==> config.mk <==
export PLATFORM = sky130hd
export DESIGN_NAME = fcmc_ctrl
export DESIGN_NICKNAME = d
export VERILOG_FILES = /design/src/hdl/fcmc_pkg.sv /design/src/hdl/fcmc_ctrl.sv
export VERILOG_INCLUDE_DIRS = /design/src /design/src/hdl
export SDC_FILE = /design/constraint.sdc
export NUM_CORES = 1
export LEC_CHECK = 0
export BUFFER_PORTS_ARGS = -buffer_cell sky130_fd_sc_hd__buf_2
export CAP_MARGIN = 10
export CORE_AREA = 10 10 47 49
export CTS_BUF_LIST = sky130_fd_sc_hd__clkbuf_4 sky130_fd_sc_hd__clkbuf_8
export CTS_CLUSTER_DIAMETER = 50
export CTS_CLUSTER_SIZE = 10
export DETAILED_ROUTE_END_ITERATION = 10
export DIE_AREA = 0 0 57 59
export GPL_ROUTABILITY_DRIVEN = 0
export GPL_TIMING_DRIVEN = 0
export PLACE_DENSITY_LB_ADDON = 0.05
export REMOVE_ABC_BUFFERS = 1
export SYNTH_ARGS = -nofsm -noshare
export SYNTH_HDL_FRONTEND = slang
export SYNTH_SLANG_ARGS = --single-unit
==> constraint.sdc <==
create_clock -name clk -period 0.95 [get_ports clk]
set_clock_uncertainty 0.1 [all_clocks]
set_input_delay 0.19 -clock clk [delete_from_list [all_inputs] [get_ports clk]]
set_output_delay 0.19 -clock clk [all_outputs]
set_load 0.1 [all_outputs]
==> src/hdl/fifo_cache_miss_counter_defines.svh <==
// Assertion macros shared by the FIFO cache miss counter RTL.
`ifndef FIFO_CACHE_MISS_COUNTER_DEFINES_SVH
`define FIFO_CACHE_MISS_COUNTER_DEFINES_SVH

`ifndef SYNTHESIS
// prop must hold at every clock edge outside reset
`define FCMC_ASSERT(label, prop, msg) \
  label: assert property (@(posedge clk) disable iff (!rst_n) prop) else $error(msg);
// cons must hold in the cycle after ante
`define FCMC_ASSERT_NEXT(label, ante, cons, msg) \
  label: assert property (@(posedge clk) disable iff (!rst_n) (ante) |=> (cons)) \
    else $error(msg);
`else
`define FCMC_ASSERT(label, prop, msg)
`define FCMC_ASSERT_NEXT(label, ante, cons, msg)
`endif

`endif

==> src/hdl/fcmc_pkg.sv <==
// Shared constants, types and helper functions of the FIFO cache miss counter.
package fcmc_pkg;

  localparam int NUM_CACHES     = 4;
  localparam int MAX_ENTRIES    = 64;
  localparam int NUM_CAP_REGS   = 4;
  localparam int NUM_OUT        = 4;
  localparam int DEFAULT_CAP    = 16;
  localparam int DEFAULT_ACTIVE = 4;

  localparam int IDX_W      = (MAX_ENTRIES > 1) ? $clog2(MAX_ENTRIES) : 1;
  localparam int FILL_W     = $clog2(MAX_ENTRIES + 1);
  localparam int ACT_W      = $clog2(NUM_CACHES + 1);
  localparam int CAP_W      = 7;
  localparam int ACTREG_W   = 3;
  localparam int CFG_IDX_W  = 3;
  localparam int CFG_DATA_W = 7;
  localparam int ADDR_W     = 32;
  localparam int CNT_W      = 16;
  localparam int MISS_W     = 32;
  localparam int OP_W       = 2;

  // register map
  localparam logic [CFG_IDX_W-1:0] REG_ACTIVE = 3'd0;
  localparam int                   REG_CAP0   = 1;

  typedef enum logic [OP_W-1:0] {
    OP_ACCESS = 2'd0,
    OP_RANGE  = 2'd1,
    OP_STAT   = 2'd2
  } op_t;

  typedef enum logic [2:0] {
    ST_IDLE,
    ST_CHECK,
    ST_SCAN,
    ST_UPDATE,
    ST_DONE
  } state_t;

  typedef struct packed {
    logic load;        // capture input item
    logic scan_start;  // reset scan index and hit flags
    logic scan;        // issue next entry read
    logic update;      // apply misses, step address
    logic report;      // load output register
  } dp_cmd_t;

  typedef struct packed {
    logic rem_zero;
    logic scan_done;
  } dp_stat_t;

  // clamp a capacity register into 1..MAX_ENTRIES
  function automatic logic [FILL_W-1:0] cap_eff(input logic [CAP_W-1:0] r);
    logic [FILL_W-1:0] v;
    if (r == '0) begin
      v = FILL_W'(1);
    end else if (int'(r) > MAX_ENTRIES) begin
      v = FILL_W'(MAX_ENTRIES);
    end else begin
      v = FILL_W'(r);
    end
    return v;
  endfunction

  // clamp active cache count into 1..NUM_CACHES
  function automatic logic [ACT_W-1:0] act_eff(input logic [ACTREG_W-1:0] r);
    logic [ACT_W-1:0] v;
    if (r == '0) begin
      v = ACT_W'(1);
    end else if (int'(r) > NUM_CACHES) begin
      v = ACT_W'(NUM_CACHES);
    end else begin
      v = ACT_W'(r);
    end
    return v;
  endfunction

endpackage

==> src/hdl/fcmc_ctrl.sv <==
// Sequencer of the FIFO cache miss counter: item intake, scan, update, result.
`include "fifo_cache_miss_counter_defines.svh"

module fcmc_ctrl (
  input  logic               clk,
  input  logic               rst_n,
  input  logic               in_valid,
  output logic               in_ready,
  input  logic               out_ready,
  output logic               out_valid,
  input  fcmc_pkg::dp_stat_t stat,
  output fcmc_pkg::dp_cmd_t  cmd
);
  import fcmc_pkg::*;

  state_t state_r, state_nxt;
  logic   out_valid_r, out_valid_nxt;

  always_ff @(posedge clk) begin
    if (!rst_n) begin
      state_r     <= ST_IDLE;
      out_valid_r <= 1'b0;
    end else begin
      state_r     <= state_nxt;
      out_valid_r <= out_valid_nxt;
    end
  end

  always_comb begin
    state_nxt     = state_r;
    cmd           = '0;
    in_ready      = 1'b0;
    out_valid_nxt = out_valid_r && !out_ready;
    unique case (state_r)
      ST_IDLE: begin
        in_ready = 1'b1;
        if (in_valid) begin
          cmd.load  = 1'b1;
          state_nxt = ST_CHECK;
        end
      end
      ST_CHECK: begin
        if (stat.rem_zero) begin
          state_nxt = ST_DONE;
        end else begin
          cmd.scan_start = 1'b1;
          state_nxt      = ST_SCAN;
        end
      end
      ST_SCAN: begin
        if (stat.scan_done) begin
          state_nxt = ST_UPDATE;
        end else begin
          cmd.scan = 1'b1;
        end
      end
      ST_UPDATE: begin
        cmd.update = 1'b1;
        state_nxt  = ST_CHECK;
      end
      ST_DONE: begin
        // wait for a free output register
        if (!out_valid_r || out_ready) begin
          cmd.report    = 1'b1;
          out_valid_nxt = 1'b1;
          state_nxt     = ST_IDLE;
        end
      end
      default: state_nxt = ST_IDLE;
    endcase
  end

  assign out_valid = out_valid_r;

  `FCMC_ASSERT_NEXT(a_busy_after_accept, in_valid && in_ready, !in_ready,
                    "item accepted while previous one still in work")
  `FCMC_ASSERT_NEXT(a_report_shows, cmd.report, out_valid_r,
                    "result loaded but not presented")
  `FCMC_ASSERT(a_no_overwrite, !(cmd.report && out_valid_r && !out_ready),
               "output register overwritten before taken")

endmodule

# ---- Yosys cells after proc, flatten, opt, wreduce, memory -nomap -nowiden
# Index checks and enable logic that the tools add are counted.
dict set report totals {
  in_bits 6
  regBits 4
  wordCells 32
}
dict set report classes {
  n_mux 17
  n_eq_ne 7
  reduce_logical 6
}
# operator n
set ops {}
lappend ops {{case mux 3 bit (5 select lines)} 1}
lappend ops {{two-way mux 1 bit} 12}
lappend ops {{two-way mux 3 bit} 4}
lappend ops {{== test 3 x 2 -> 1 bit (second input constant)} 2}
lappend ops {{!= test 2 bit (second input constant)} 3}
lappend ops {{== test 3 x 1 -> 1 bit (second input constant)} 1}
lappend ops {{== test 3 bit (second input constant)} 1}
lappend ops {{logical NOT 3 bit} 1}
lappend ops {{AND reduction 3 bit} 1}
lappend ops {{logical NOT 1 bit} 2}
lappend ops {{logical AND 1 bit} 1}
lappend ops {{logical OR 1 bit} 1}

# ---- Longest topological paths before layout
# Gate-level depths: netlist of the first run.
dict set report logic_depth {
  ltp_word 4
  ltp_mapped 3
}

# ---- Least setup slack after synthesis of the first run
# Ideal clock, no wire load.
dict set report synth_timing {
  kind {register -> output}
  from {register state_r[1]}
  to {output port cmd[2] (netlist name)}
  path_slack_ns -2.908
  n_path_buf 1
  t_required_ns 0.660
  path_stages_with_launch 3
  t_arrival_ns 3.568
  path_cell_list {dfxtp_1 -> clkbuf_2 -> nor4b_1}
}
# element line_no
set synth_rtl {}
lappend synth_rtl {{from (decl)} fcmc_ctrl.sv:16} ;# state_t state_r, state_nxt;
lappend synth_rtl {{from (signal assigned)} fcmc_ctrl.sv:24} ;# state_r <= state_nxt;
lappend synth_rtl {{to (decl)} fcmc_ctrl.sv:12} ;# output fcmc_pkg::dp_cmd_t cmd

==> results of run 1 <==
[cell families (layout without fill, tap and decap cells)]
logic type | Yosys count | in the layout | synth area share
buffers and inverters | 2 | 22 | 0.0688
AOI/OAI and AO/OA | 5 | 5 | 0.116
DFF | 4 | 4 | 0.339
and+or+nand+nor | 15 | 15 | 0.476
[worst register-to-register path: cells and delay by family (launching register included)]
family          cells  cell delay [ns]
compound gates      1             0.13
buf+inv             2             0.23
flops               1             0.36
simple gates        1             0.36
[metrics by stage]
stage / cell area [µm²] / TNS (ns) / setup WS (ns)
finish: 531 / -3.62 / -0.533
global route: 531 / -4.30 / -0.611
CTS: 507 / -3.66 / -0.538
detailed placement: 300 / -3.59 / -0.635
global placement: 300 / -3.50 / -0.621
floorplan: 220 / -13.95 / -2.90
[worst max-delay path by stage]
stage	cells past startpoint	to	slack [ns]
after global placement	3	cmd[0]	-0.62
after floorplan	1	cmd[3]	-2.90
final	3	cmd[0]	-0.53
after global routing	3	cmd[0]	-0.61
after detailed placement	3	cmd[0]	-0.63
after CTS	3	cmd[0]	-0.54
[cell usage after synthesis (all sizes together)]
cell type,n,area share
o21a,1,0.032
buf,1,0.048
a21oi,3,0.063
nor3b,1,0.032
dfxtp,4,0.34
or3b,2,0.074
nand4bb,1,0.048
clkbuf,1,0.021
nor4b,2,0.074
and2,1,0.026
nand2b,3,0.079
nor2b,2,0.053
nor3,1,0.021
o21ai,1,0.021
nand3b,1,0.032
and3b,1,0.037
[metal layers]
metal  wire [µm]  GRT usage
met2         403     0.0775
met4           0     0.0302
met5           0          0
met1         314     0.0570
met3          69     0.0408
[area by class of cell]
cell class                 count  area [µm²]
sequential                     4        95.1
multi-input combinational     20         190
tap                           16        20.0
timing repair buffer          19         203
clock buffer                   3        22.5
fill                         148         871
[registers in the layout (all words and copies together), names as in the netlist]
signal,flops
state_r,3
out_valid,1
[power by group]
part | total, µW | switching (µW) | internal, µW | leakage, µW
registers | 192 | 19.2 | 173 | 0.0000356
logic | 293 | 174 | 120 | 0.000163
clock network | 213 | 71.1 | 141 | 0.0000138
total | 698 | 264 | 434 | 0.000212
[what timing repair did]
item	CTS	global route
pin swaps	3	1
setup endpoints to repair	10	11
cloned	0	0
setup buffers	6	1
gates resized for setup	41	5
endpoints found under the hold margin	0	0
==> flow_metrics.env, run 1 <==
export IMPL_cp_end_kind="output pin"
export IMPL_p_total_uw=698
export IMPL_tightest_slew_ns=0.271
export IMPL_min_from="rst_n"
export IMPL_worstPathMaxFanout=7
export IMPL_yosysUniqueCellTypes=16
export IMPL_synth_avg_cell_area_um2=9.10
export IMPL_min_path_type="primary input to flop"
export IMPL_cts_hold_buf=0
export IMPL_root_buffer="clkbuf_4"
export IMPL_ys_ff_latch=4
export IMPL_crit_chain="nor3b_4 -> nor2b_4 -> buf_12"
export IMPL_overflow=0
export IMPL_drv_slew=0
export IMPL_reg2reg_from="state_r[0]"
export IMPL_first_iter_violations=1
export IMPL_cts_buffers=3
export IMPL_final_common_cell="buf_6"
export IMPL_worstPathArrival_ns=1.19
export IMPL_start_util=0.169
export IMPL_cp_required_ns=0.66
export IMPL_cts_tree="yes"
export IMPL_synthCells=26
export IMPL_clkTransAtPathRegs_ns=0.04
export IMPL_fp_dieH_um=59
export IMPL_core_area_um2=1400
export IMPL_synth_area_um2=236
export IMPL_postRouteAntennaNets=0
export IMPL_worstSetupPathType="flop to output pin"
export IMPL_hold_path_cell_count=2
export IMPL_hold_path_endpoint="out_valid"
export IMPL_max_slew_margin_rel=0.819
export IMPL_worst_slack_ns=-0.533
export IMPL_clockBufferDepth=2
export IMPL_layout_drive_gt1_share=0.783
export IMPL_io_buffers=12
export IMPL_stdcell_count=62
export IMPL_grt_max_degree=9
export IMPL_antenna_found_initial=0
export IMPL_finalHoldViolCount=0
export IMPL_routed_wl_um=786
export IMPL_ir_drop_uv=506
export IMPL_maxCapViolCount=0
export IMPL_crit_buf_inv=1
export IMPL_htree_levels=1
export IMPL_startpoint_type="flop"
export IMPL_ff2ff_path_depth=4
export IMPL_max_freq_ghz=0.674
export IMPL_layout_common_cells="buf_6 (6), buf_2 (5), dfxtp_4 (4), buf_12 (4), buf_4 (4)"
export IMPL_n_antenna_cell=0
export IMPL_setup_viol=11
export IMPL_drc=0
export IMPL_fin_crit_ns=1.48
export IMPL_rsz0062_at_grt="yes"
export IMPL_grt_pass1_vias=302
export IMPL_avgRoutedWirePerCell_um=12.7
export IMPL_vias=262
export IMPL_p_leak_uw=0.000212
export IMPL_grt_pass1_wl_mm=1.41
export IMPL_dp_cells=52
export IMPL_syn2layout_area_growth_pct=124
export IMPL_hold_slack_ns=0.102
export IMPL_vias_per_cell=4.23
export IMPL_status="complete, but fails checks"
export IMPL_slowest_stage="dfxtp_4"
export IMPL_die_area_um2=3360
export IMPL_first_pass_iters=2
export IMPL_power_density_nw_per_um2=1320
export IMPL_violations="negative setup slack"
export IMPL_cts_sinks=4
export IMPL_ys_warn_count=0
export IMPL_setup_worst_path_start="state_r[2]"
export IMPL_die_width_um=57
export IMPL_ys_seq_area_frac=0.339
export IMPL_grt_total_usage=0.0545
export IMPL_r2r_end="state_r[0]"
export IMPL_max_stage_delay_ns=0.38
export IMPL_ios=13
export IMPL_ff2ff_setup_slack_ns=-0.31
export IMPL_fin_crit_sh=1.56
export IMPL_crit_family="simple AND/OR/NAND/NOR gates"
export IMPL_core_rowCount=14
export IMPL_post_route_util=0.379
export IMPL_worstSkewPairLatency_ns=0.23
export IMPL_fin_nets=54
Note: power is estimated with default switching activity, not from simulation.
==> run 2, diff against run 1 <==
Clock period 0.95 ns to 1.75 ns, I/O delays scaled along.
==> run 2 against run 1 <==
  * Largest power group unchanged
  * Final cell count shrank 11%
  * First-iteration DRC count grew 100%
  * Critical path type unchanged
  * The run now ends clean
  * Clock power shrank 46%
  * Critical endpoint unchanged
==> flow_metrics.env, run 2 (synthesis gave the netlist of run 1 again) <==
export IMPL_layout_common_cells="buf_2 (6), clkbuf_4 (4), nand2b_1 (3), a21oi_1 (3), buf_6 (3)"
export IMPL_reg2reg_from="state_r[0]"
export IMPL_final_common_cell="buf_2"
export IMPL_ios=13
export IMPL_max_slew_margin_rel=0.677
export IMPL_first_iter_violations=2
export IMPL_clockBufferDepth=2
export IMPL_ir_drop_uv=268
export IMPL_start_util=0.169
export IMPL_die_width_um=57
export IMPL_cts_tree="yes"
export IMPL_worstSkewPairLatency_ns=0.24
export IMPL_n_antenna_cell=0
export IMPL_die_area_um2=3360
export IMPL_rsz0062_at_grt="yes"
export IMPL_io_buffers=12
export IMPL_cts_sinks=4
export IMPL_regMostFlops="state_r"
export IMPL_largest_reg_flops=3
export IMPL_crit_chain="nor3b_4 -> nor2b_4 -> buf_12"
export IMPL_maxCapViolCount=0
export IMPL_dp_cells=52
export IMPL_hold_path_cell_count=2
export IMPL_routed_wl_um=673
export IMPL_max_stage_delay_ns=0.39
export IMPL_wl_met2_um=297
export IMPL_root_buffer="clkbuf_4"
export IMPL_core_rowCount=14
export IMPL_cp_required_ns=1.30
export IMPL_power_density_nw_per_um2=836
export IMPL_r2r_end="state_r[1]"
export IMPL_worst_slack_ns=0.0863
export IMPL_postRouteAntennaNets=0
export IMPL_htree_levels=1
export IMPL_final_area_um2=413
export IMPL_vias_per_cell=4.18
export IMPL_grt_total_usage=0.0463
export IMPL_ff2ff_path_depth=2
export IMPL_fin_nets=47
export IMPL_min_path_type="primary input to flop"
export IMPL_hold_path_endpoint="out_valid"
export IMPL_tightest_slew_ns=0.488
export IMPL_nFillCells=162
export IMPL_grt_pass1_wl_mm=1.17
export IMPL_status="completed"
export IMPL_preCtsSetupSlack_ns=0.00503
export IMPL_syn2layout_area_growth_pct=74.6
export IMPL_startpoint_type="flop"
export IMPL_max_freq_ghz=0.601
export IMPL_vias=230
export IMPL_cp_end_kind="output pin"
export IMPL_p_total_uw=345
export IMPL_place_area_um2=300
export IMPL_worstPathArrival_ns=1.21
export IMPL_ff2ff_setup_slack_ns=0.62
export IMPL_grt_pass1_vias=244
export IMPL_fp_dieH_um=59
export IMPL_stdcell_count=55
export IMPL_setup_viol=0
export IMPL_met3_wirelength_um=51
export IMPL_antenna_found_initial=0
export IMPL_grt_max_degree=12
export IMPL_min_from="rst_n"
export IMPL_worstSetupPathType="flop to output pin"
export IMPL_p_leak_uw=0.000161
export IMPL_drv_slew=0
export IMPL_wl_met1_um=324
export IMPL_finalHoldViolCount=0
export IMPL_slowest_stage="dfxtp_4"
export IMPL_drc=0
export IMPL_first_pass_iters=2
export IMPL_fin_crit_ns=1.66
export IMPL_highest_layer="met3"
export IMPL_fin_crit_sh=0.951
export IMPL_post_cts_buffers=0
export IMPL_cts_buffers=3
export IMPL_overflow=0
export IMPL_setup_tns_final_ns=0
export IMPL_clkTransAtPathRegs_ns=0.04
export IMPL_worstPathMaxFanout=8
export IMPL_core_area_um2=1400
export IMPL_layout_drive_gt1_share=0.590
export IMPL_avgRoutedWirePerCell_um=12.2
==> run 2: cell type report <==
| class | instances | area [µm²] | area share |
|---|---|---|---|
| clock buffer | 3 | 22.5 | 0.0545 |
| multi-input combinational | 20 | 185 | 0.448 |
| sequential | 4 | 86.3 | 0.209 |
| tap | 16 | 20.0 | 0.0485 |
| timing repair buffer | 12 | 98.8 | 0.239 |
==> run 2: per-stage QoR <==
stage / utilization / hold slack (ns)
after floorplan: - / 0.368
after global placement: 0.214 / 0.392
after detailed placement: 0.214 / 0.401
after CTS: 0.248 / 0.264
after global routing: 0.295 / 0.255
final: 0.295 / 0.262
==> run 2: where the power goes <==
part	internal, µW	switching (µW)	total (µW)	leakage [µW]
sequential	96.1	13.0	109	0.0000342
combinational	36.6	84.0	121	0.000113
clock	76.8	38.8	116	0.0000138
total	209	136	345	0.000161
==> run 2: repair_timing <==
item,4_1_cts,5_1_grt
gates resized for setup,10,14
hold buffers,0,0
gates cloned,0,0
setup endpoints to repair,6,5
==> run 2: routing by layer <==
metal | up-vias | track usage
met5 | - | 0
met4 | 0 | 0.0302
met3 | 0 | 0.0365
met2 | 10 | 0.0527
met1 | 100 | 0.0559
li1 | 120 | -
==> run 2: worst max-delay path: cells and delay by family, from the launching register on <==
family                 cells  cell delay (ns)
AND/OR/NAND/NOR            2             0.40
buffers and inverters      1             0.18
flip-flops                 1             0.39
==> run 2: how the worst max path moves through the flow <==
| stage | from | to | cells past startpoint |
|---|---|---|---|
| floorplan | state_r[0] | cmd[3] | 1 |
| global placement | state_r[2] | cmd[0] | 3 |
| detailed placement | state_r[2] | cmd[0] | 3 |
| CTS | state_r[0] | cmd[4] | 3 |
| global route | state_r[1] | cmd[2] | 2 |
| finish | state_r[2] | cmd[0] | 3 |
